<file path="src/rtl/assert_macros.svh">
// Assertion macros shared by the pose integrator RTL.
// Needs a clk and an active-low rst_n in the including module.
`ifndef ASSERT_MACROS_SVH
`define ASSERT_MACROS_SVH

// Property that holds at every edge outside reset.
`define UPI_ASSERT(label, prop, msg) \
    label: assert property (@(posedge clk) disable iff (!rst_n) (prop)) \
        else $error(msg);

// Antecedent in one cycle implies consequent in the same cycle.
`define UPI_ASSERT_IMPL(label, ante, cons, msg) \
    label: assert property (@(posedge clk) disable iff (!rst_n) (ante) |-> (cons)) \
        else $error(msg);

// Antecedent in one cycle implies consequent in the next cycle.
`define UPI_ASSERT_NEXT(label, ante, cons, msg) \
    label: assert property (@(posedge clk) disable iff (!rst_n) (ante) |=> (cons)) \
        else $error(msg);

`endif

</file>
<file path="src/rtl/upi_pkg.sv">
// Shared types, constants and helper functions for the pose integrator.
// No dependencies; imported by the controller, datapath and top level.
package upi_pkg;

    localparam int MAX_ITERS = 24;
    localparam int STEP_W    = 5;

    // Angles in degrees, Q9.16
    localparam logic [24:0] FULL_TURN = 25'd23592960;
    localparam logic [24:0] HALF_TURN = 25'd11796480;
    localparam logic [24:0] QUARTER   = 25'd5898240;
    localparam logic [24:0] THREE_Q   = 25'd17694720;

    // CORDIC start value, gain-compensated, Q.30
    localparam logic signed [33:0] GAIN_Q30 = 34'sd652032874;

    // 128 full turns: lifts any heading sum to a non-negative value
    localparam logic [32:0] RED_OFFSET = 33'd3019898880;
    localparam logic [3:0]  RED_TOP    = 4'd8;

    // Register indexes of the configuration port
    localparam logic [1:0] REG_STEP_TIME    = 2'd0;
    localparam logic [1:0] REG_INIT_X       = 2'd1;
    localparam logic [1:0] REG_INIT_Y       = 2'd2;
    localparam logic [1:0] REG_INIT_HEADING = 2'd3;

    // Multiply phase steps; each step before STEP_DRAIN issues one product
    localparam logic [2:0] STEP_LIN_COS = 3'd0;
    localparam logic [2:0] STEP_LIN_SIN = 3'd1;
    localparam logic [2:0] STEP_ANG_DT  = 3'd2;
    localparam logic [2:0] STEP_VX_DT   = 3'd3;
    localparam logic [2:0] STEP_VY_DT   = 3'd4;
    localparam logic [2:0] STEP_DRAIN   = 3'd5;

    typedef struct packed {
        logic              load;  // capture request, fold heading
        logic              rot;   // one CORDIC rotation
        logic              rnd;   // round cos/sin to Q1.16
        logic              mul;   // one multiply step
        logic              red;   // one heading reduction step
        logic              fin;   // commit heading, load output register
        logic [STEP_W-1:0] step;
    } upi_cmd_t;

    // atan(2^-i) in degrees, Q.24
    function automatic logic [31:0] atan_deg(input logic [STEP_W-1:0] i);
        logic [31:0] v;
        case (i)
            5'd0:    v = 32'd754974720;
            5'd1:    v = 32'd445687602;
            5'd2:    v = 32'd235489088;
            5'd3:    v = 32'd119537938;
            5'd4:    v = 32'd60000934;
            5'd5:    v = 32'd30029717;
            5'd6:    v = 32'd15018523;
            5'd7:    v = 32'd7509720;
            5'd8:    v = 32'd3754917;
            5'd9:    v = 32'd1877466;
            5'd10:   v = 32'd938734;
            5'd11:   v = 32'd469367;
            5'd12:   v = 32'd234684;
            5'd13:   v = 32'd117342;
            5'd14:   v = 32'd58671;
            5'd15:   v = 32'd29335;
            5'd16:   v = 32'd14668;
            5'd17:   v = 32'd7334;
            5'd18:   v = 32'd3667;
            5'd19:   v = 32'd1833;
            5'd20:   v = 32'd917;
            5'd21:   v = 32'd458;
            5'd22:   v = 32'd229;
            5'd23:   v = 32'd115;
            default: v = 32'd0;
        endcase
        return v;
    endfunction

    function automatic logic signed [31:0] sat32(input logic signed [33:0] v);
        logic signed [31:0] r;
        if (v > 34'sd2147483647) begin
            r = 32'sh7FFFFFFF;
        end else if (v < -34'sd2147483648) begin
            r = 32'sh80000000;
        end else begin
            r = v[31:0];
        end
        return r;
    endfunction

endpackage

</file>
<file path="src/rtl/unicycle_pose_integrator_top.sv">
// One request at a time: s_tready is high only while idle. Each request
//   passes the iterative CORDIC rotator, one rotation per cycle, then the
//   shared multiplier (six steps) and the nine-step heading reduction,
//   before the controller returns to idle.
// Reset (rst_n, async, active low): pose and elapsed time zero, step_time 655.
// Depends on upi_pkg, upi_ctrl and upi_datapath.
module unicycle_pose_integrator_top
    import upi_pkg::*;
#(
    parameter int CORDIC_ITERS = 16   // rotations per request, 8 to 24
) (
    input  logic         clk,
    input  logic         rst_n,
    // input requests
    input  logic         s_tvalid,
    output logic         s_tready,
    input  logic [63:0]  s_tdata,   // lin_vel[31:0], ang_vel[63:32]
    // result requests
    output logic         m_tvalid,
    input  logic         m_tready,
    output logic [207:0] m_tdata,   // pos_x[31:0], pos_y[63:32], heading[88:64],
                                    // vel_x[120:89], vel_y[152:121],
                                    // elapsed[200:153], zero fill above
    // configuration writes, only while idle
    input  logic         cfg_we,
    input  logic [1:0]   cfg_addr,  // 0 step_time, 1 init_x, 2 init_y, 3 init_heading
    input  logic [31:0]  cfg_data
);

    upi_cmd_t cmd;

    // Controller: IDLE -> ROT (one CORDIC step per cycle) -> RND -> MUL
    // (pipelined shared multiplier) -> RED (heading mod 360) -> FIN.
    // FIN waits only for the output register to be free, so a new request
    // is taken while a finished result still waits downstream.
    upi_ctrl #(
        .ITERS (CORDIC_ITERS)
    ) u_ctrl (
        .clk      (clk),
        .rst_n    (rst_n),
        .s_tvalid (s_tvalid),
        .s_tready (s_tready),
        .m_tready (m_tready),
        .m_tvalid (m_tvalid),
        .cmd      (cmd)
    );

    // Datapath: holds pose state; writing init_x/y/heading reloads it.
    // Heading writes of 360 degrees or more have one full turn taken off on load.
    upi_datapath u_dp (
        .clk      (clk),
        .rst_n    (rst_n),
        .cmd      (cmd),
        .cfg_we   (cfg_we),
        .cfg_addr (cfg_addr),
        .cfg_data (cfg_data),
        .in_data  (s_tdata),
        .out_data (m_tdata)
    );

endmodule

</file>
<file path="src/rtl/upi_ctrl.sv">
// Sequencer for the pose integrator: one-hot FSM and step counter.
// Depends on upi_pkg; drives upi_datapath through a upi_cmd_t.
`include "assert_macros.svh"

module upi_ctrl
    import upi_pkg::*;
#(
    parameter int ITERS = 16
) (
    input  logic     clk,
    input  logic     rst_n,
    input  logic     s_tvalid,
    output logic     s_tready,
    input  logic     m_tready,
    output logic     m_tvalid,
    output upi_cmd_t cmd
);

    localparam int ROT_N = (ITERS > MAX_ITERS) ? MAX_ITERS : ITERS;
    localparam logic [STEP_W-1:0] LAST_ROT = STEP_W'(ROT_N - 1);
    localparam logic [STEP_W-1:0] LAST_MUL = STEP_W'(STEP_DRAIN);

    typedef enum logic [5:0] {
        ST_IDLE = 6'b000001,
        ST_ROT  = 6'b000010,
        ST_RND  = 6'b000100,
        ST_MUL  = 6'b001000,
        ST_RED  = 6'b010000,
        ST_FIN  = 6'b100000
    } upi_state_t;

    upi_state_t        state_reg, state_next;
    logic [STEP_W-1:0] cnt_reg, cnt_next;
    logic              out_valid_reg, out_valid_next;
    logic              slot_free;

    assign slot_free = !out_valid_reg || m_tready;
    assign s_tready  = (state_reg == ST_IDLE);
    assign m_tvalid  = out_valid_reg;

    always_comb
    begin
        state_next = state_reg;
        cnt_next   = cnt_reg;
        cmd        = '0;
        cmd.step   = cnt_reg;
        case (state_reg)
            ST_IDLE:
            begin
                if (s_tvalid) begin
                    cmd.load   = 1'b1;
                    cnt_next   = '0;
                    state_next = ST_ROT;
                end
            end
            ST_ROT:
            begin
                cmd.rot  = 1'b1;
                cnt_next = cnt_reg + 1'b1;
                if (cnt_reg == LAST_ROT) begin
                    state_next = ST_RND;
                end
            end
            ST_RND:
            begin
                cmd.rnd    = 1'b1;
                cnt_next   = '0;
                state_next = ST_MUL;
            end
            ST_MUL:
            begin
                cmd.mul  = 1'b1;
                cnt_next = cnt_reg + 1'b1;
                if (cnt_reg == LAST_MUL) begin
                    cnt_next   = STEP_W'(RED_TOP);
                    state_next = ST_RED;
                end
            end
            ST_RED:
            begin
                cmd.red  = 1'b1;
                cnt_next = cnt_reg - 1'b1;
                if (cnt_reg == '0) begin
                    state_next = ST_FIN;
                end
            end
            ST_FIN:
            begin
                if (slot_free) begin
                    cmd.fin    = 1'b1;
                    state_next = ST_IDLE;
                end
            end
            default:
            begin
                state_next = ST_IDLE;
            end
        endcase
    end

    always_comb
    begin
        if (cmd.fin) begin
            out_valid_next = 1'b1;
        end else if (m_tready) begin
            out_valid_next = 1'b0;
        end else begin
            out_valid_next = out_valid_reg;
        end
    end

    always_ff @(posedge clk or negedge rst_n)
    begin
        if (!rst_n) begin
            state_reg     <= ST_IDLE;
            cnt_reg       <= '0;
            out_valid_reg <= 1'b0;
        end else begin
            state_reg     <= state_next;
            cnt_reg       <= cnt_next;
            out_valid_reg <= out_valid_next;
        end
    end

    `UPI_ASSERT_NEXT(a_busy_after_accept, s_tvalid && s_tready, !s_tready, "ready after accept")
    `UPI_ASSERT_NEXT(a_fin_shows_result, cmd.fin, m_tvalid, "result lost after fin")
    `UPI_ASSERT_IMPL(a_fin_slot_free, cmd.fin, slot_free, "output overwritten")

endmodule

</file>
<file path="src/rtl/upi_datapath.sv">
// Datapath: pose state, CORDIC rotator, shared multiplier, heading reduction.
// Depends on upi_pkg; sequenced by upi_ctrl through upi_cmd_t.
`include "assert_macros.svh"

module upi_datapath
    import upi_pkg::*;
(
    input  logic         clk,
    input  logic         rst_n,
    input  upi_cmd_t     cmd,
    input  logic         cfg_we,
    input  logic [1:0]   cfg_addr,
    input  logic [31:0]  cfg_data,
    input  logic [63:0]  in_data,
    output logic [207:0] out_data
);

    // pose state
    logic [15:0]        step_reg;
    logic signed [31:0] x_reg, y_reg;
    logic [24:0]        head_reg;
    logic [47:0]        time_reg;

    // per-request working registers
    logic signed [31:0] lin_reg, ang_reg;
    logic               neg_reg;
    logic signed [33:0] cx_reg, cy_reg;
    logic signed [32:0] z_reg;
    logic signed [17:0] c_reg, s_reg;
    logic signed [49:0] prod_reg;
    logic signed [31:0] vx_reg, vy_reg;
    logic [32:0]        red_reg;
    logic [207:0]       out_reg;

    logic [24:0]        cfg_head;
    logic signed [25:0] fold;
    logic               fold_neg;
    logic signed [32:0] fold_w;
    logic signed [33:0] dx, dy;
    logic signed [32:0] atan_w;
    logic signed [33:0] xr, yr;
    logic signed [17:0] c_val, s_val;
    logic signed [31:0] mul_a;
    logic signed [17:0] mul_b;
    logic signed [49:0] prod_w;
    logic signed [49:0] prod_rnd;
    logic signed [33:0] rnd_w;
    logic signed [33:0] x_sum, y_sum;
    logic signed [34:0] h_sum;
    logic [32:0]        red_cmp;

    assign cfg_head = (cfg_data[24:0] >= FULL_TURN) ? (cfg_data[24:0] - FULL_TURN)
                                                    : cfg_data[24:0];

    // fold heading into [-90, 90] degrees
    always_comb
    begin
        fold_neg = 1'b0;
        if (head_reg >= THREE_Q) begin
            fold = signed'({1'b0, head_reg}) - signed'({1'b0, FULL_TURN});
        end else if (head_reg > QUARTER) begin
            fold     = signed'({1'b0, head_reg}) - signed'({1'b0, HALF_TURN});
            fold_neg = 1'b1;
        end else begin
            fold = signed'({1'b0, head_reg});
        end
        fold_w = {{7{fold[25]}}, fold};
    end

    assign dx     = cy_reg >>> cmd.step;
    assign dy     = cx_reg >>> cmd.step;
    assign atan_w = signed'({1'b0, atan_deg(cmd.step)});

    // round Q.30 to Q1.16, clamp to [-1, 1], undo the half-turn fold
    always_comb
    begin
        xr = (cx_reg + 34'sd8192) >>> 14;
        yr = (cy_reg + 34'sd8192) >>> 14;
        if (xr > 34'sd65536) begin
            xr = 34'sd65536;
        end else if (xr < -34'sd65536) begin
            xr = -34'sd65536;
        end
        if (yr > 34'sd65536) begin
            yr = 34'sd65536;
        end else if (yr < -34'sd65536) begin
            yr = -34'sd65536;
        end
        c_val = neg_reg ? -xr[17:0] : xr[17:0];
        s_val = neg_reg ? -yr[17:0] : yr[17:0];
    end

    // shared multiplier operand select
    always_comb
    begin
        case (cmd.step[2:0])
            STEP_LIN_COS:
            begin
                mul_a = lin_reg;
                mul_b = c_reg;
            end
            STEP_LIN_SIN:
            begin
                mul_a = lin_reg;
                mul_b = s_reg;
            end
            STEP_ANG_DT:
            begin
                mul_a = ang_reg;
                mul_b = signed'({2'b00, step_reg});
            end
            STEP_VX_DT:
            begin
                mul_a = vx_reg;
                mul_b = signed'({2'b00, step_reg});
            end
            STEP_VY_DT:
            begin
                mul_a = vy_reg;
                mul_b = signed'({2'b00, step_reg});
            end
            default:
            begin
                mul_a = '0;
                mul_b = '0;
            end
        endcase
    end

    assign prod_w   = mul_a * mul_b;
    assign prod_rnd = prod_reg + 50'sd32768;
    assign rnd_w    = prod_rnd[49:16];
    assign x_sum    = {{2{x_reg[31]}}, x_reg} + rnd_w;
    assign y_sum    = {{2{y_reg[31]}}, y_reg} + rnd_w;
    assign h_sum    = signed'({10'd0, head_reg}) + {rnd_w[33], rnd_w}
                    + signed'({2'b00, RED_OFFSET});
    assign red_cmp  = {8'd0, FULL_TURN} << cmd.step[3:0];

    // pose state and configuration
    always_ff @(posedge clk or negedge rst_n)
    begin
        if (!rst_n) begin
            step_reg <= 16'd655;
            x_reg    <= '0;
            y_reg    <= '0;
            head_reg <= '0;
            time_reg <= '0;
        end else if (cfg_we) begin
            case (cfg_addr)
                REG_STEP_TIME:    step_reg <= cfg_data[15:0];
                REG_INIT_X:       x_reg    <= cfg_data;
                REG_INIT_Y:       y_reg    <= cfg_data;
                REG_INIT_HEADING: head_reg <= cfg_head;
                default:          ;
            endcase
        end else begin
            if (cmd.load) begin
                time_reg <= time_reg + {32'd0, step_reg};
            end
            // products land one step after they are issued
            if (cmd.mul && cmd.step[2:0] == STEP_VY_DT) begin
                x_reg <= sat32(x_sum);
            end
            if (cmd.mul && cmd.step[2:0] == STEP_DRAIN) begin
                y_reg <= sat32(y_sum);
            end
            if (cmd.fin) begin
                head_reg <= red_reg[24:0];
            end
        end
    end

    // working registers, no reset
    always_ff @(posedge clk)
    begin
        if (cmd.load) begin
            lin_reg <= in_data[31:0];
            ang_reg <= in_data[63:32];
            neg_reg <= fold_neg;
            z_reg   <= fold_w <<< 8;
            cx_reg  <= GAIN_Q30;
            cy_reg  <= '0;
        end
        if (cmd.rot) begin
            if (!z_reg[32]) begin
                cx_reg <= cx_reg - dx;
                cy_reg <= cy_reg + dy;
                z_reg  <= z_reg - atan_w;
            end else begin
                cx_reg <= cx_reg + dx;
                cy_reg <= cy_reg - dy;
                z_reg  <= z_reg + atan_w;
            end
        end
        if (cmd.rnd) begin
            c_reg <= c_val;
            s_reg <= s_val;
        end
        if (cmd.mul) begin
            prod_reg <= prod_w;
            case (cmd.step[2:0])
                STEP_LIN_SIN: vx_reg  <= sat32(rnd_w);
                STEP_ANG_DT:  vy_reg  <= sat32(rnd_w);
                STEP_VX_DT:   red_reg <= h_sum[32:0];
                default:      ;
            endcase
        end
        if (cmd.red && red_reg >= red_cmp) begin
            red_reg <= red_reg - red_cmp;
        end
        if (cmd.fin) begin
            out_reg <= {7'd0, time_reg, vy_reg, vx_reg, red_reg[24:0], y_reg, x_reg};
        end
    end

    assign out_data = out_reg;

    `UPI_ASSERT(a_head_in_range, head_reg < FULL_TURN, "heading out of range")
    `UPI_ASSERT_IMPL(a_red_done, cmd.fin, red_reg < {8'd0, FULL_TURN}, "heading not reduced")

endmodule
</file>
<file path="config.mk">
export PLATFORM = sky130hd
export DESIGN_NAME = unicycle_pose_integrator_top
export DESIGN_NICKNAME = d
export VERILOG_FILES = /design/src/rtl/upi_pkg.sv /design/src/rtl/unicycle_pose_integrator_top.sv /design/src/rtl/upi_ctrl.sv /design/src/rtl/upi_datapath.sv
export VERILOG_INCLUDE_DIRS = /design/src /design/src/rtl
export SDC_FILE = /design/constraint.sdc
export NUM_CORES = 2
export LEC_CHECK = 0
export BUFFER_PORTS_ARGS = -buffer_cell sky130_fd_sc_hd__buf_4
export CAP_MARGIN = 5
export CORE_MARGIN = 10
export CORE_UTILIZATION = 60
export DETAILED_ROUTE_END_ITERATION = 12
export PLACE_DENSITY = 0.89
export SLEW_MARGIN = 20
export SYNTH_ARGS = -nofsm -noshare
export SYNTH_HDL_FRONTEND = slang
export SYNTH_SLANG_ARGS = --single-unit
</file>
<file path="constraint.sdc">
create_clock -name clk -period 25.3 [get_ports clk]
set_clock_uncertainty 0.15 [all_clocks]
set_input_delay 2.53 -clock clk [delete_from_list [all_inputs] [get_ports clk]]
set_output_delay 2.53 -clock clk [all_outputs]
set_load 0.1 [all_outputs]
</file>
After elaboration in Yosys (flattened, before gate mapping)
Memories as Yosys holds them, arrays and structs flattened.
Index checks and enable logic that the tools add are counted.
- bitwise operators: 1
- shifts and indexed selects: 3
- $lt $le $gt $ge: 14
- multiplexer cells: 58
- eq/ne operators: 24
- $add $sub $neg: 22
- reductions and logical operators: 28
- multipliers: 1
- operators with widths (operator ; number):
    $mux W32 ; 12
    $mux W34 ; 6
    $mux W33 ; 6
    $mux W25 ; 6
    $add A34 B34 Y34 ; 4
    $pmux W32 S4 ; 1
    $mux W18 ; 6
    $gt A34 B32 Y1 const B ; 3
    $lt A34 B32 Y1 const B ; 3
    $add A34 B15 Y34 const B ; 2
    $sshr A34 B5 Y34 ; 2
    $sub A34 B34 Y34 ; 2
    $sub A33 B33 Y33 ; 2
    $pmux W18 S3 ; 1
    $add A50 B17 Y50 const B ; 1
    $ge A25 B25 Y1 const B ; 2
    $mul A32 B18 Y50 ; 1
    $sub A25 B25 Y25 const B ; 2
    $add A48 B16 Y48 ; 1
    $gt A20 B18 Y1 const B ; 2
    $lt A20 B17 Y1 const B ; 2
    $neg A18 Y18 ; 2
    $pmux W6 S6 ; 1
    $add A26 B33 Y33 ; 1
    40 further kinds ; 80
- bits in read-only memories: 960
- register bits: 715
- output and inout bits: 210
- logic and storage cells: 173
- memories: 1
- input port bits: 103
- memory list (name ; words ; bits a word ; rd ports ; clocked after memory_dff ; write ports ; line ; source):
    (no name shown) ; 32 ; 30 ; 1 ; 0 ; 0 ; upi_pkg.sv:48 ; case (i)

Logic depth before layout (Yosys ltp)
- depth in word-level cells: 7
- mapped depth: 39
- gate-level depth less buffers: 31

Hierarchy
A second synthesis with hierarchy kept.
- cell total of the unflattened synthesis: 6925
- area total of the unflattened synthesis: 65377.7 µm²
- modules (own cells, without submodules) (module ; cells each ; instances ; area each (µm²) ; seq. area each (µm²)):
    upi_datapath ; 6823 ; 1 ; 64504.4 ; 19901.6
    upi_ctrl ; 102 ; 1 ; 873.3 ; 301.5

Worst setup path before layout
Ideal clock, no wire load.
- path kind: input to register
- start point: input port m_tready
- end point: register u_dp.out_reg[0], in the netlist u_dp.out_data[0], enable pin
- required time: 24.385 ns
- stages on the path: 2
- buffers on the path: 0
- library setup time: 0.765 ns
- slack: 13.460 ns
- arrival time: 10.925 ns
- path through: nor2b_1 > nor2_1
- RTL lines (item ; line ; source):
    from (decl) ; unicycle_pose_integrator_top.sv:20 ; input logic m_tready,
    to (signal assigned) ; upi_datapath.sv:212 ; out_reg <= {7'd0, time_reg, vy_reg, vx_reg, red_reg[24:0], y_reg, x_reg};
    to (decl) ; upi_datapath.sv:33 ; logic [207:0] out_reg;

Worst setup path in the final report
- start point: register u_ctrl.cnt_reg[0]
- end point: register u_dp.prod_reg[48] (data pin)
- cells in the longest elaborated chain, start to end: 4
- elaborated cells between the ends (all ways): 10
- those cells by class: mul (1); eq/ne (4); mux (2); reduce/logical (3)
- ends and longest elaborated chain (item ; line ; source):
    from (decl) ; upi_ctrl.sv:33 ; logic [STEP_W-1:0] cnt_reg, cnt_next;
    from (signal assigned) ; upi_ctrl.sv:120 ; cnt_reg <= cnt_next;
    $eq A3 B2 Y1 (tied with other cells) ; upi_datapath.sv:96 ; case (cmd.step[2:0])
    $reduce_or A3 Y1 (no source line) or $reduce_or A2 Y1 (tied branches) ; -- ;
    $pmux W18 S3 or $pmux W32 S4 (tied branches) ; upi_datapath.sv:96 ;
    $mul A32 B18 Y50 (*) ; upi_datapath.sv:130 ; assign prod_w = mul_a * mul_b;
    via u_dp.prod_w[48] ; upi_datapath.sv:45 ; logic signed [49:0] prod_w;
    to (signal assigned) ; upi_datapath.sv:200 ; prod_reg <= prod_w;
    to (decl) ; upi_datapath.sv:30 ; logic signed [49:0] prod_reg;
The timed path passes the listed nets; every way through them passes the cells marked *.
A chain may end at the register's enable or synchronous reset.

==> impl_metrics.py <==
metrics = {
    "yosys": {
        "syn_area_sq_mm": 0.0658,
        "postSynthAreaPerCell_sq_um": 9.49,
        "ys_ff_latch": 700,
        "synth_top_flop_cell": "edfxtp_1",
        "synth.top_cell.area_share": 0.244,
        "yosys_warnings": 0,
        "synth_area_leaders": "edfxtp_1 24%, fa_1 17%, ha_1 7.0%, dfrtp_1 6.0%, nand2_1 5.1%",
        "synth_top_area_cell": "edfxtp_1",
        "synth_cells": 6936,
        "async_flop_share": 0.236,
        "synth_seq_area_share": 0.307,
        "synth_cell_types": 101,
        "synth_edf_count": 535,
    },
    "routing": {
        "drt-initial-drc-count": 7090,
        "ant_nets": 0,
        "avgViaCountPerCell": 6.56,
        "wl_um": 225000,
        "firstDrtPassIters": 9,
        "drcViolationCount": 0,
        "wire_per_inst_um": 26.2,
        "route.vias.total": 56363,
    },
    "die": {
        "placementRows": 121,
        "die_width_um": 351,
        "core_sq_mm": 0.109,
        "start_util": 0.604,
        "die_area_sq_mm": 0.123,
        "ios": 313,
        "dieHeight_um": 351,
    },
    "cts": {
        "cts_resized": 0,
        "clk_latency_ns": 0.70,
        "cts_setup_buffers": 0,
        "cts.sinks": 700,
        "htree_levels": 3,
        "root_buffer": "clkbuf_16",
        "cts.clk_slew.worst_paths_ns": 0.06,
        "hold_buffers": 0,
        "numCtsBuffers": 81,
        "clk_path_buf_depth": 3,
        "cts_tree": "done",
    },
    "setup_path": {
        "cp.arrival_ns": 11.40,
        "max_stage_delay_ns": 0.81,
        "path_common_cell": "inv_1",
        "worstSetupPathType": "reg -> reg",
        "crit_path_end_kind": "flip-flop",
        "critPathLaunchType": "flip-flop",
        "critPathSlowestCell": "o31ai_1",
        "cp.required_ns": 25.59,
        "worstPathMaxFanout": 35,
    },
    "run": {
        "maxCapViolations": 0,
    },
    "min_path": {
        "min_path_type": "reg -> reg",
    },
    "global_routing": {
        "grt_usage": 0.359,
        "grt_max_degree": 190,
        "met2_usage": 0.554,
        "busiest_layer": "met2",
        "met1_usage": 0.447,
        "antenna_found_initial": 13,
        "grt-ovfl-total": 0,
        "use_met3": 0.101,
        "grt_pass1_vias": 55933,
        "grt_pass1_wl_um": 337000,
    },
    "final_layout": {
        "layout.nets": 8135,
        "fin_util": 0.665,
        "multi_input_area_sq_mm": 0.0416,
        "fillCellCount": 8397,
        "syn2layout_area_growth_pct": 9.97,
        "drive_gt1_frac": 0.101,
        "seq_area_sq_mm": 0.0202,
        "largest_register_ff_count": 201,
        "fin_area_sq_mm": 0.0724,
    },
    "sta": {
        "finalSetupViolCount": 0,
        "fin_setup_tns_ns": 0,
        "timing.final.max_slew_violations": 0,
        "max_slew_margin": 0.158,
        "hold_violations": 0,
        "fin_crit_sh": 0.439,
        "max_freq_mhz": 90.0,
        "tightest_slew_ns": 1.25,
        "rsz0062_at_grt": "no",
        "fin_crit_ns": 11.11,
    },
    "placement": {
        "io_buffers": 305,
        "dp_hpwl_um": 172000,
        "gp_congestion": 1.01,
        "place_area_sq_mm": 0.0695,
    },
    "outcome": {
        "status": "completed",
    },
}
==> metal layers <==
metal	vias to the layer above	share of wire
li1	24172	-
met1	27578	0.36
met2	3738	0.44
met3	861	0.12
met4	14	0.070
met5	-	0.0010
==> kinds of logic (layout without fill, tap and decap cells) <==
logic type	Yosys count	after routing	share of synthesized area
compound gates	1389	1389	0.138
buf+inv	1102	1333	0.0647
simple gates	2191	2191	0.148
mux	183	183	0.0432
other cells	1	17	0.0000570
flops	700	700	0.307
xor+xnor	445	445	0.0594
fa+ha+maj	925	925	0.240
==> synthesized netlist by cell type (17+ instances only) <==
master	count
a41oi_1	37
dfrtp_1	158
or3_1	37
clkbuf_1	250
a21o_1	125
and2_1	62
a21oi_1	358
a31oi_1	95
edfxtp_1	535
buf_1	36
nor4_1	19
and4_1	17
nor2b_1	53
o22ai_1	29
a22oi_1	34
fa_1	559
nand3_1	100
a41o_1	31
buf_2	21
o21a_1	51
nor3_1	84
xor2_1	168
mux2_2	38
xnor2_1	276
inv_1	774
and3_1	66
o21bai_1	29
nand2b_1	80
nand4_1	39
nor2_1	670
o21ai_0	289
ha_1	366
o211ai_1	40
mux2i_1	72
a211oi_1	45
nand2_1	892
mux4_2	60
o31ai_1	39
==> layout make-up <==
cell class	instances	area share
Multi-Input combinational cell	5140	0.574
Sequential cell	700	0.279
Timing Repair Buffer	407	0.0427
Inverter	777	0.0403
Clock buffer	96	0.0300
Tap cell	1414	0.0245
Clock inverter	53	0.00830
Antenna cell	10	0.000346
==> final timing paths <==
check / endpoint / cells past startpoint / from / slack [ns]
setup / recovery: u_dp.prod_reg[48] / 31 / u_ctrl.cnt_reg[0] / 14.19
hold / removal: u_dp.out_data[133] / 0 / u_dp.vy_reg[12] / 0.30
setup reg to reg: u_dp.prod_reg[48] / 31 / u_ctrl.cnt_reg[0] / 14.19
hold reg to reg: u_dp.out_data[133] / 0 / u_dp.vy_reg[12] / 0.30
max in group asynchronous: u_ctrl.cnt_reg[1] / 2 / rst_n / 21.52
min in group asynchronous: u_dp.time_reg[34] / 1 / rst_n / 1.79
==> cells in the final DEF, fill, tap and decap left out, types with 52 or more instances in the layout <==
master,instances
nand2_1,891
inv_1,772
nor2_1,667
fa_1,559
edfxtp_1,535
buf_4,404
ha_1,365
a21oi_1,356
o21ai_0,285
xnor2_1,276
xor2_1,168
dfrtp_1,153
a21o_1,125
nand3_1,100
a31oi_1,95
clkbuf_16,84
nor3_1,82
nand2b_1,80
mux2i_1,72
and3_1,66
and2_1,61
mux4_2,60
nor2b_1,52
==> worst max-delay path: cells and delay by family (launching register included) <==
kind,cells,cell delay [ns]
AO/OA/AOI/OAI,8,3.13
adder cells (fa/ha/maj),9,3.52
buffers and inverters,7,1.01
XOR/XNOR,1,0.14
AND/OR/NAND/NOR,6,2.08
flip-flops,1,0.77
==> metrics by stage <==
step | setup slack (ns) | std cells | hold WS, ns
after floorplan | 13.46 | 6942 | 0.275
after global placement | 15.13 | 8437 | 0.282
after detailed placement | 14.81 | 8437 | 0.285
after CTS | 14.71 | 8586 | 0.301
after global routing | 13.86 | 8588 | 0.309
final | 14.19 | 8597 | 0.301
Power is left out: the tool's default activity adds up to more than one toggle a clock period on the data nets, which glitch-free logic cannot reach.
